File: src/gss_pkg.sv
// gss_pkg: shared constants, widths and types of the gamepad stick shaper
// no dependencies; used by gss_lane, gss_merge and gamepad_stick_shaper_unit
package gss_pkg;

    // fixed point fraction bits, percent units
    localparam int FRACTION_BITS = 16;
    // negate the right stick vertical output
    localparam logic INVERT_RIGHT_Y = 1'b0;

    localparam int VAL_W     = 8;
    localparam int CFG_W     = 7;
    localparam int NUM_CFG   = 8;
    localparam int CFG_IDX_W = 3;

    typedef enum logic [CFG_IDX_W-1:0] {
        REG_LT_THR = 3'd0,
        REG_RT_THR = 3'd1,
        REG_L_DEAD = 3'd2,
        REG_L_AXIS = 3'd3,
        REG_L_DIAG = 3'd4,
        REG_R_DEAD = 3'd5,
        REG_R_AXIS = 3'd6,
        REG_R_DIAG = 3'd7
    } cfg_idx_t;

    localparam logic [CFG_W-1:0] PCT_FULL  = 7'd100;
    localparam logic [CFG_W-1:0] DEAD_MAX  = 7'd99;
    localparam logic [CFG_W-1:0] RANGE_MIN = 7'd1;
    localparam logic [VAL_W-1:0] OUT_FULL  = 8'd100;

    localparam logic [CFG_W-1:0] CFG_RESET [0:NUM_CFG-1] =
        '{7'd0, 7'd0, 7'd0, 7'd100, 7'd100, 7'd0, 7'd100, 7'd100};

    // datapath widths
    localparam int SQ_W    = 16;                      // x*x + y*y
    localparam int ROOT_W  = SQ_W / 2 + FRACTION_BITS; // magnitude
    localparam int RAD_W   = 2 * ROOT_W;
    localparam int DIAG_W  = FRACTION_BITS + 1;       // diagonality
    localparam int DV_W    = VAL_W + FRACTION_BITS;
    localparam int PROD_W  = DIAG_W + 9;
    localparam int SAT_W   = FRACTION_BITS + CFG_W;
    localparam int TN_W    = ROOT_W + FRACTION_BITS;
    localparam int TQ_W    = FRACTION_BITS + 1;
    localparam int PX_W    = VAL_W + TQ_W;
    localparam int SN_W    = FRACTION_BITS + 17;
    localparam int QW      = 8;

    // stage map of one lane
    localparam int SQRT_STEPS   = ROOT_W;
    localparam int DIAG_STEPS   = DIAG_W;
    localparam int ST_SAT_MUL   = SQRT_STEPS;
    localparam int ST_SAT_ADD   = ST_SAT_MUL + 1;
    localparam int ST_T_PREP    = ST_SAT_ADD + 1;
    localparam int ST_T_DIV     = ST_T_PREP + 1;
    localparam int ST_SCALE_MUL = ST_T_DIV + TQ_W;
    localparam int ST_SCALE_NUM = ST_SCALE_MUL + 1;
    localparam int ST_Q_DIV     = ST_SCALE_NUM + 1;
    localparam int NSTEP        = ST_Q_DIV + QW;

    typedef struct packed {
        logic [CFG_W-1:0] dead;
        logic [CFG_W-1:0] axis;
        logic [CFG_W-1:0] diag;
    } stick_cfg_t;

    typedef struct packed {
        logic [VAL_W-1:0] x;
        logic [VAL_W-1:0] y;
    } stick_out_t;

    typedef struct packed {
        stick_out_t       left;
        stick_out_t       right;
        logic [VAL_W-1:0] lt;
        logic [VAL_W-1:0] rt;
    } report_t;

endpackage

File: src/gss_merge.sv
// gss_merge: joins both stick lanes and the triggers into one report item
// and holds it in a two-entry output queue; depends on gss_pkg
module gss_merge (
    input  logic                      clk,
    input  logic                      rst_n,
    input  logic                      push,
    input  gss_pkg::stick_out_t       left,
    input  gss_pkg::stick_out_t       right,
    input  logic [gss_pkg::VAL_W-1:0] lt,
    input  logic [gss_pkg::VAL_W-1:0] rt,
    output logic                      ready,
    output logic                      out_valid,
    input  logic                      out_stall,
    output gss_pkg::report_t          report
);

    localparam logic [1:0] DEPTH = 2'd2;

    gss_pkg::report_t merged;
    gss_pkg::report_t slot_reg [0:1];
    logic             wr_ptr_reg;
    logic             rd_ptr_reg;
    logic [1:0]       cnt_reg;
    logic [1:0]       cnt_next;
    logic             pop;

    always_comb
    begin
        merged.left    = left;
        merged.right.x = right.x;
        merged.right.y = gss_pkg::INVERT_RIGHT_Y ? 8'(-right.y) : right.y;
        merged.lt      = lt;
        merged.rt      = rt;
    end

    // ready comes from the count alone, so the output stall has no combinational path to the input
    assign out_valid = (cnt_reg != 2'd0);
    assign pop       = out_valid && !out_stall;
    assign ready     = (cnt_reg != DEPTH);
    assign report    = slot_reg[rd_ptr_reg];

    always_comb
    begin
        cnt_next = cnt_reg;
        if (push && !pop)
            cnt_next = cnt_reg + 2'd1;
        else if (pop && !push)
            cnt_next = cnt_reg - 2'd1;
    end

    always_ff @(posedge clk or negedge rst_n)
    begin
        if (!rst_n) begin
            wr_ptr_reg <= 1'b0;
            rd_ptr_reg <= 1'b0;
            cnt_reg    <= 2'd0;
        end
        else begin
            if (push)
                wr_ptr_reg <= !wr_ptr_reg;
            if (pop)
                rd_ptr_reg <= !rd_ptr_reg;
            cnt_reg <= cnt_next;
        end
    end

    always_ff @(posedge clk)
    begin
        if (push)
            slot_reg[wr_ptr_reg] <= merged;
    end

    a_cnt_bound: assert property (@(posedge clk) disable iff (!rst_n)
        cnt_reg <= DEPTH)
        else $error("output queue count out of range");

    a_no_overflow: assert property (@(posedge clk) disable iff (!rst_n)
        push |-> ready)
        else $error("item pushed into full output queue");

    a_drain: assert property (@(posedge clk) disable iff (!rst_n)
        (pop && !push && cnt_reg == 2'd1) |=> !out_valid)
        else $error("output valid after last item left");

    a_fill: assert property (@(posedge clk) disable iff (!rst_n)
        (push && !pop) |=> (cnt_reg == $past(cnt_reg) + 2'd1))
        else $error("output queue count did not follow push");

endmodule

File: config.mk
export PLATFORM = sky130hd
export DESIGN_NAME = gss_merge
export DESIGN_NICKNAME = d
export VERILOG_FILES = /design/src/gss_pkg.sv /design/src/gss_merge.sv
export SDC_FILE = /design/constraint.sdc
export NUM_CORES = 1
export LEC_CHECK = 0
export ABC_AREA = 1
export BUFFER_PORTS_ARGS = -buffer_cell sky130_fd_sc_hd__buf_2
export CORE_MARGIN = 10
export CORE_UTILIZATION = 50
export CTS_CLUSTER_DIAMETER = 30
export DETAILED_ROUTE_END_ITERATION = 7
export MAX_ROUTING_LAYER = met4
export PLACE_DENSITY = 0.77
export SYNTH_ARGS = -nofsm -noshare
export SYNTH_HDL_FRONTEND = slang
export SYNTH_SLANG_ARGS = --single-unit
File: constraint.sdc
create_clock -name clk -period 7.5 [get_ports clk]
set_clock_uncertainty 0.2 [all_clocks]
set_input_delay 1.5 -clock clk [delete_from_list [all_inputs] [get_ports clk]]
set_output_delay 1.5 -clock clk [all_outputs]
set_load 0.05 [all_outputs]
Word-level counts from Yosys, hierarchy flattened
Memories as Yosys holds them, arrays and structs flattened.
Index checks and enable logic that the tools add are counted.
- memories kept: 1
- word-level logic and storage cells: 21
- output and inout port bits: 50
- bits of input ports: 52
- RAM bits: 96
- bits in registers: 4
- equality and inequality tests: 1
- reductions and logical operators: 10
- mux-type cells: 4
- $add $sub $neg: 2
- memories (name ; depth ; bits a word ; rd ports ; clocked after Yosys merged registers in ; write ports ; RTL line ; RTL):
    slot_reg ; 2 ; 48 ; 1 ; 0 ; 1 ; gss_merge.sv:20 ; gss_pkg::report_t slot_reg [0:1];
- operators by type and width (kind ; number):
    1-bit logical NOT ; 5
    2-bit 2-to-1 mux ; 2
    2-bit nonzero test ; 2
    1-bit logical AND ; 3
    2-bit by 1-bit adder with 2-bit output (second input constant) ; 1
    1-bit 2-to-1 mux ; 2
    2-bit inequality test (second input constant) ; 1
    2-bit by 1-bit subtractor with 2-bit output (second input constant) ; 1

Longest topological paths before layout
Gate-level depths: netlist of run 1.
- word-level depth: 5
- gate-level depth with buffers: 9
- gate-level depth less buffers: 9

Worst setup path before layout of run 1
OpenSTA, ideal clock, no wires.
- path type: input -> register
- start: in push
- end: mem slot_reg[0][0] in the netlist's numbering (enable)
- stages: 2
- buffers on the path: 0
- arrival: 3.557 ns
- setup slack: 3.289 ns
- data required time: 6.845 ns
- cells stage by stage: inv_1 nor2_1
- word-level cells in the longest chain between the ends: 2
- RTL lines (element ; RTL line ; RTL):
    from (decl) ; gss_merge.sv:6 ; input logic push,
    1-bit 2-to-1 mux ; gss_merge.sv:69 ; if (push)
    1-bit 2-to-1 mux (implied by the code) ; gss_merge.sv:70 ; slot_reg[wr_ptr_reg] <= merged;
    to (decl) ; gss_merge.sv:20 ;
Every way passes these cells.

==> impl_metrics.yaml, run 1 <==
synth:
  netlist_instances: 280
  synth_top_area_share: 0.775
  synth_top_cell_by_area: "edfxtp_1"
  syn_area_um2: 3720
  ys_types: 14
  avgSynthCellArea_um2: 13.3
  yosysWarnings: 0
  synth_area_leaders: "edfxtp_1 (78%), nand2_1 (16%), dfrtp_1 (2.7%)"
  ys_seq_area_frac: 0.802
  synth_fp_nets: 333
  synth-seq-cells: 100
placed_design:
  hpwlAfterDp_um: 4720
  gp_congestion: 0.709
  io_buffers: 101
  placed_area_um2: 4290
hold_path:
  whs_endpoint: "cnt_reg[0]"
  hp-start: "cnt_reg[0]"
  holdPathStages: 1
  hold_path.class: "reg2reg"
finish:
  layout-drive-gt1-share: 0.313
  syn2layout_area_growth_pct: 20.7
  layout.nets: 435
  final_area_um2: 4490
  largest_register_ffs: 96
  final_common_cell: "nand2_1"
  nFillCells: 583
  diodes: 0
  final_cell_mix: "nand2_1 (154), buf_2 (101), edfxtp_1 (96), clkbuf_8 (10), inv_1 (6)"
global_routing:
  grt_max_degree: 51
  antenna_found_initial: 0
  grt_pass1_wl_um: 11300
  grt_pass1_vias: 2304
  overflow: 0
  track_usage: 0.130
setup_path:
  path_max_fanout: 50
  r2r-end: "rd_ptr_reg"
  crit_path_start_kind: "register"
  r2r_slack_ps: 5290
  timing.rr.start: "rd_ptr_reg"
  endpoint_kind: "primary output"
  cp_data_required_time_ps: 5800
  r2r_cells: 3
  worstSetupPathType: "reg2out"
  cp.arrival_ps: 2430
sta:
  fin_crit_sh: 0.551
  layout_min_cycle_time_ps: 4130
  rsz0062_at_grt: "no"
  fmax_ghz: 0.242
  setup_tns_ps: 0
  finalSetupViolations: 0
  maxSlewHeadroom: 0.309
  tightest_slew_ps: 1040
  drv_slew: 0
  final_hold_viol_count: 0
cts:
  htreeDepth: 3
  numCtsBuffers: 9
  clkSlewWorstSetupHoldPaths_ps: 90
  cts_resized: 0
  hold_buffers: 0
  cts_setup_buffers: 0
  clock_path_buffers: 2
  clock_latency_ps: 340
  cts_tree: "yes"
  cts_sinks: 100
  cts-root-buf: "clkbuf_8"
die:
  ioPinCount: 102
  die_h_um: 106
  die_w_um: 106
  coreArea_um2: 7250
  initial_utilization: 0.513
  die_area_um2: 11300
  rows: 31
detailed_routing:
  drc: 0
  first_iter_violations: 98
  drtPass1Iterations: 4
  dr_total_vias: 2289
  wl_per_cell_um: 14.6
  antenna_left: 0
  routed_wl_um: 7080
  via_per_inst: 4.71
power:
  power_density_nw_per_um2: 458
  leakagePower_nw: 1.97
  ir_drop_mv: 0.207
flow_run:
  drv_cap: 0
status:
  status: "finished, final reports clean"
[through the flow]
step	cells	power, mW	worst slack (ps)	utilization	hold WS, ps
final	486	2.06	3370	0.619	314
after global routing	486	2.17	3150	0.619	353
after CTS	486	2.08	3320	0.619	326
after detailed placement	470	1.75	3700	0.591	306
after global placement	470	1.74	3740	0.591	279
after floorplan	280	1.54	3290	-	262
[power by group]
| group | internal [mW] | switching, mW |
|---|---|---|
| Clock | 0.165 | 0.172 |
| Combinational | 0.175 | 0.733 |
| Sequential | 0.743 | 0.0697 |
| Total | 1.08 | 0.975 |
[routing by layer]
| metal | wire length [um] | up-vias | global-route usage | share of wire |
|---|---|---|---|---|
| li1 | - | 1134 | - | - |
| met1 | 3120 | 1074 | 0.157 | 0.44 |
| met2 | 3440 | 79 | 0.200 | 0.49 |
| met3 | 511 | 2 | 0.0471 | 0.072 |
| met4 | 10 | 0 | 0.0387 | 0.0014 |
| met5 | 0 | - | - | 0 |
[cell type report]
type	instances	area, um2	share of cell area
clock buffer	11	141	0.0315
multi-input combinational	161	636	0.142
sequential	100	2980	0.665
inverter	8	30.0	0.00669
clock inverter	5	60.1	0.0134
timing repair buffer	102	513	0.114
tap	99	124	0.0276
[worst max-delay path by stage]
stage          startpoint             end  slack, ps  depth (start not counted)
2_1_floorplan        push  slot_reg[0][0]       3290                          2
3_3_place_gp   rd_ptr_reg      report[45]       3740                          4
3_5_place_dp   rd_ptr_reg      report[45]       3700                          4
4_1_cts        rd_ptr_reg      report[45]       3320                          4
5_1_grt        rd_ptr_reg      report[39]       3150                          4
6_report       rd_ptr_reg      report[45]       3370                          4
[cells in the mapped netlist]
library cell,count
nand3_1,2
edfxtp_1,96
nand4_1,1
xnor2_1,1
inv_2,1
nor2_1,1
xor2_1,1
inv_1,7
dfrtp_1,4
buf_6,3
buf_2,7
buf_4,1
ha_1,1
nand2_1,154
[kinds of logic (layout without fill, tap and decap cells)]
| logic type | after synthesis | count (layout) | share of synthesized area |
|---|---|---|---|
| and+or+nand+nor | 158 | 158 | 0.161 |
| DFF | 100 | 100 | 0.802 |
| buffers and inverters | 19 | 126 | 0.0286 |
| xor gates and xnor gates | 2 | 2 | 0.00471 |
| adders and majority gates | 1 | 1 | 0.00337 |
[worst max-delay path, cell delays in order, from the launching register on]
cell     delay, ps
dfrtp_2        960
inv_2          600
nand2_1        170
nand2_1        100
buf_2          220
No activity file was read; power rests on OpenSTA's default activity.
==> inputs of run 2 (changes only) <==
--- a/config.mk
+++ b/config.mk
@@ -8,11 +8,11 @@
 export ABC_AREA = 1
 export BUFFER_PORTS_ARGS = -buffer_cell sky130_fd_sc_hd__buf_2
 export CORE_MARGIN = 10
-export CORE_UTILIZATION = 50
+export CORE_UTILIZATION = 46
 export CTS_CLUSTER_DIAMETER = 30
 export DETAILED_ROUTE_END_ITERATION = 7
 export MAX_ROUTING_LAYER = met4
-export PLACE_DENSITY = 0.77
+export PLACE_DENSITY = 0.74
 export SYNTH_ARGS = -nofsm -noshare
 export SYNTH_HDL_FRONTEND = slang
 export SYNTH_SLANG_ARGS = --single-unit
==> constraint.sdc (replaced) <==
create_clock -name clk -period 3.55 [get_ports clk]
set_clock_uncertainty 0.2 [all_clocks]
set_input_delay 0.71 -clock clk [delete_from_list [all_inputs] [get_ports clk]]
set_output_delay 0.71 -clock clk [all_outputs]
set_load 0.05 [all_outputs]
==> impl_metrics.yaml, run 2 (synthesized netlist as in run 1, its figures left out) <==
die:
  ioPinCount: 102
  die_w_um: 110
  die_h_um: 110
  coreArea_um2: 7810
  rows: 32
  initial_utilization: 0.476
  die_area_um2: 12100
finish:
  diodes: 0
  layout.nets: 437
  largest_register_ffs: 96
  syn2layout_area_growth_pct: 21.3
  final_common_cell: "nand2_1"
  layout-drive-gt1-share: 0.314
  final_cell_mix: "nand2_1 (154), buf_2 (101), edfxtp_1 (96), clkbuf_8 (9), inv_1 (6)"
  utilization: 0.577
power:
  power_density_nw_per_um2: 971
  pwr-share-seq: 0.375
  ir_drop_mv: 0.472
  combPwrFrac: 0.462
  leakagePower_nw: 1.97
  p_int_mw: 2.28
  power.switching_mw: 2.10
  power_frac_clock: 0.163
  switching_share: 0.479
cts:
  clock_latency_ps: 340
  clock_path_buffers: 2
  cts_sinks: 100
  numCtsBuffers: 9
  cts_tree: "yes"
  cts-root-buf: "clkbuf_8"
  htreeDepth: 3
  cts_setup_buffers: 0
  hold_buffers: 1
  clkSlewWorstSetupHoldPaths_ps: 90
  cts_resized: 0
setup_path:
  crit_path_start_kind: "register"
  cp_cell_sequence: "inv_2 -> nand2_1 -> nand2_1 -> buf_2"
  endpoint_kind: "primary output"
  worst_path_largest_cell_delay_ps: 610
  cp_data_required_time_ps: 2640
  worstSetupPathType: "reg2out"
  path_max_fanout: 49
  critPathSlowestCell: "inv_2"
  r2r_slack_ps: 1680
  cp.arrival_ps: 1900
  crit_top_cell: "nand2_1"
global_routing:
  grt_pass1_wl_um: 12000
  overflow: 0
  track_usage: 0.135
  grt_pass1_vias: 2472
  grt_max_degree: 50
  antenna_found_initial: 0
placed_design:
  io_buffers: 101
  hpwlAfterDp_um: 5130
  gp_congestion: 0.810
detailed_routing:
  wl_per_cell_um: 15.8
  first_iter_violations: 126
  routed_wl_um: 7750
  drc: 0
  drtPass1Iterations: 4
  dr_total_vias: 2302
  via_per_inst: 4.69
  antenna_left: 0
sta:
  layout_min_cycle_time_ps: 2810
  setup_tns_ps: 0
  rsz0062_at_grt: "no"
  final_hold_viol_count: 0
  tightest_slew_ps: 1040
  drv_slew: 0
  fin_crit_sh: 0.793
  fmax_ghz: 0.355
  maxSlewHeadroom: 0.305
  finalSetupViolations: 0
  hold_ws_ps: 318
flow_run:
  drv_cap: 0
status:
  status: "finished, final reports clean"
hold_path:
  hold_path.class: "reg2reg"
==> run 2: changes by cell type in the layout (fill, tap and decap cells not counted), sizes merged <==
cell         before  now
buf             102  103
inv               9   10
dlygate4sd3       0    1
clkbuf           11   10
==> run 2: final cells by class <==
cell class	count	area (um2)
Timing Repair Buffer	104	531
Tap cell	102	128
Sequential cell	100	2980
Multi-Input combinational cell	161	636
Clock buffer	10	128
Inverter	8	30.0
Fill cell	656	3300
Clock inverter	6	72.6
==> run 2: path summary, 6_finish.rpt <==
check,from,end,cells past startpoint
setup / recovery,rd_ptr_reg,report[3],4
hold / removal,cnt_reg[0],cnt_reg[0],1
setup reg to reg,wr_ptr_reg,slot_reg[1][12],2
hold reg to reg,cnt_reg[0],cnt_reg[0],1
max in group asynchronous,rst_n,rd_ptr_reg,2
min in group asynchronous,rst_n,cnt_reg[1],2
==> run 2: power by group through the flow <==
stage / clock network (mW) / registers, mW / logic [mW]
after CTS: 0.732 / 1.64 / 2.06
final: 0.713 / 1.64 / 2.02
after global routing: 0.773 / 1.66 / 2.18
after detailed placement: 0 / 1.67 / 2.05
after floorplan: 0 / 1.65 / 1.60
after global placement: 0 / 1.66 / 2.03
==> run 2: critical path: cells and delay by family (launching register included) <==
kind,cells,cell delay [ps]
buf+inv,2,880
flops,1,410
simple gates,2,250
==> run 2: stage by stage <==
stage	cell area, um2	worst slack [ps]	instances	total power, mW
global route	4510	572	491	4.62
finish	4510	736	491	4.38
global placement	4300	1140	474	3.69
detailed placement	4300	1090	474	3.72
floorplan	3720	129	280	3.25
CTS	4510	681	491	4.43
==> run 2: per-layer routing <==
metal | part of all wire | track usage | routed length, um | vias up
met5 | 0 | - | 0 | -
met4 | 0.0098 | 0.0530 | 76 | 0
met3 | 0.075 | 0.0281 | 579 | 8
met2 | 0.48 | 0.216 | 3740 | 90
met1 | 0.43 | 0.165 | 3350 | 1065
li1 | - | - | - | 1139
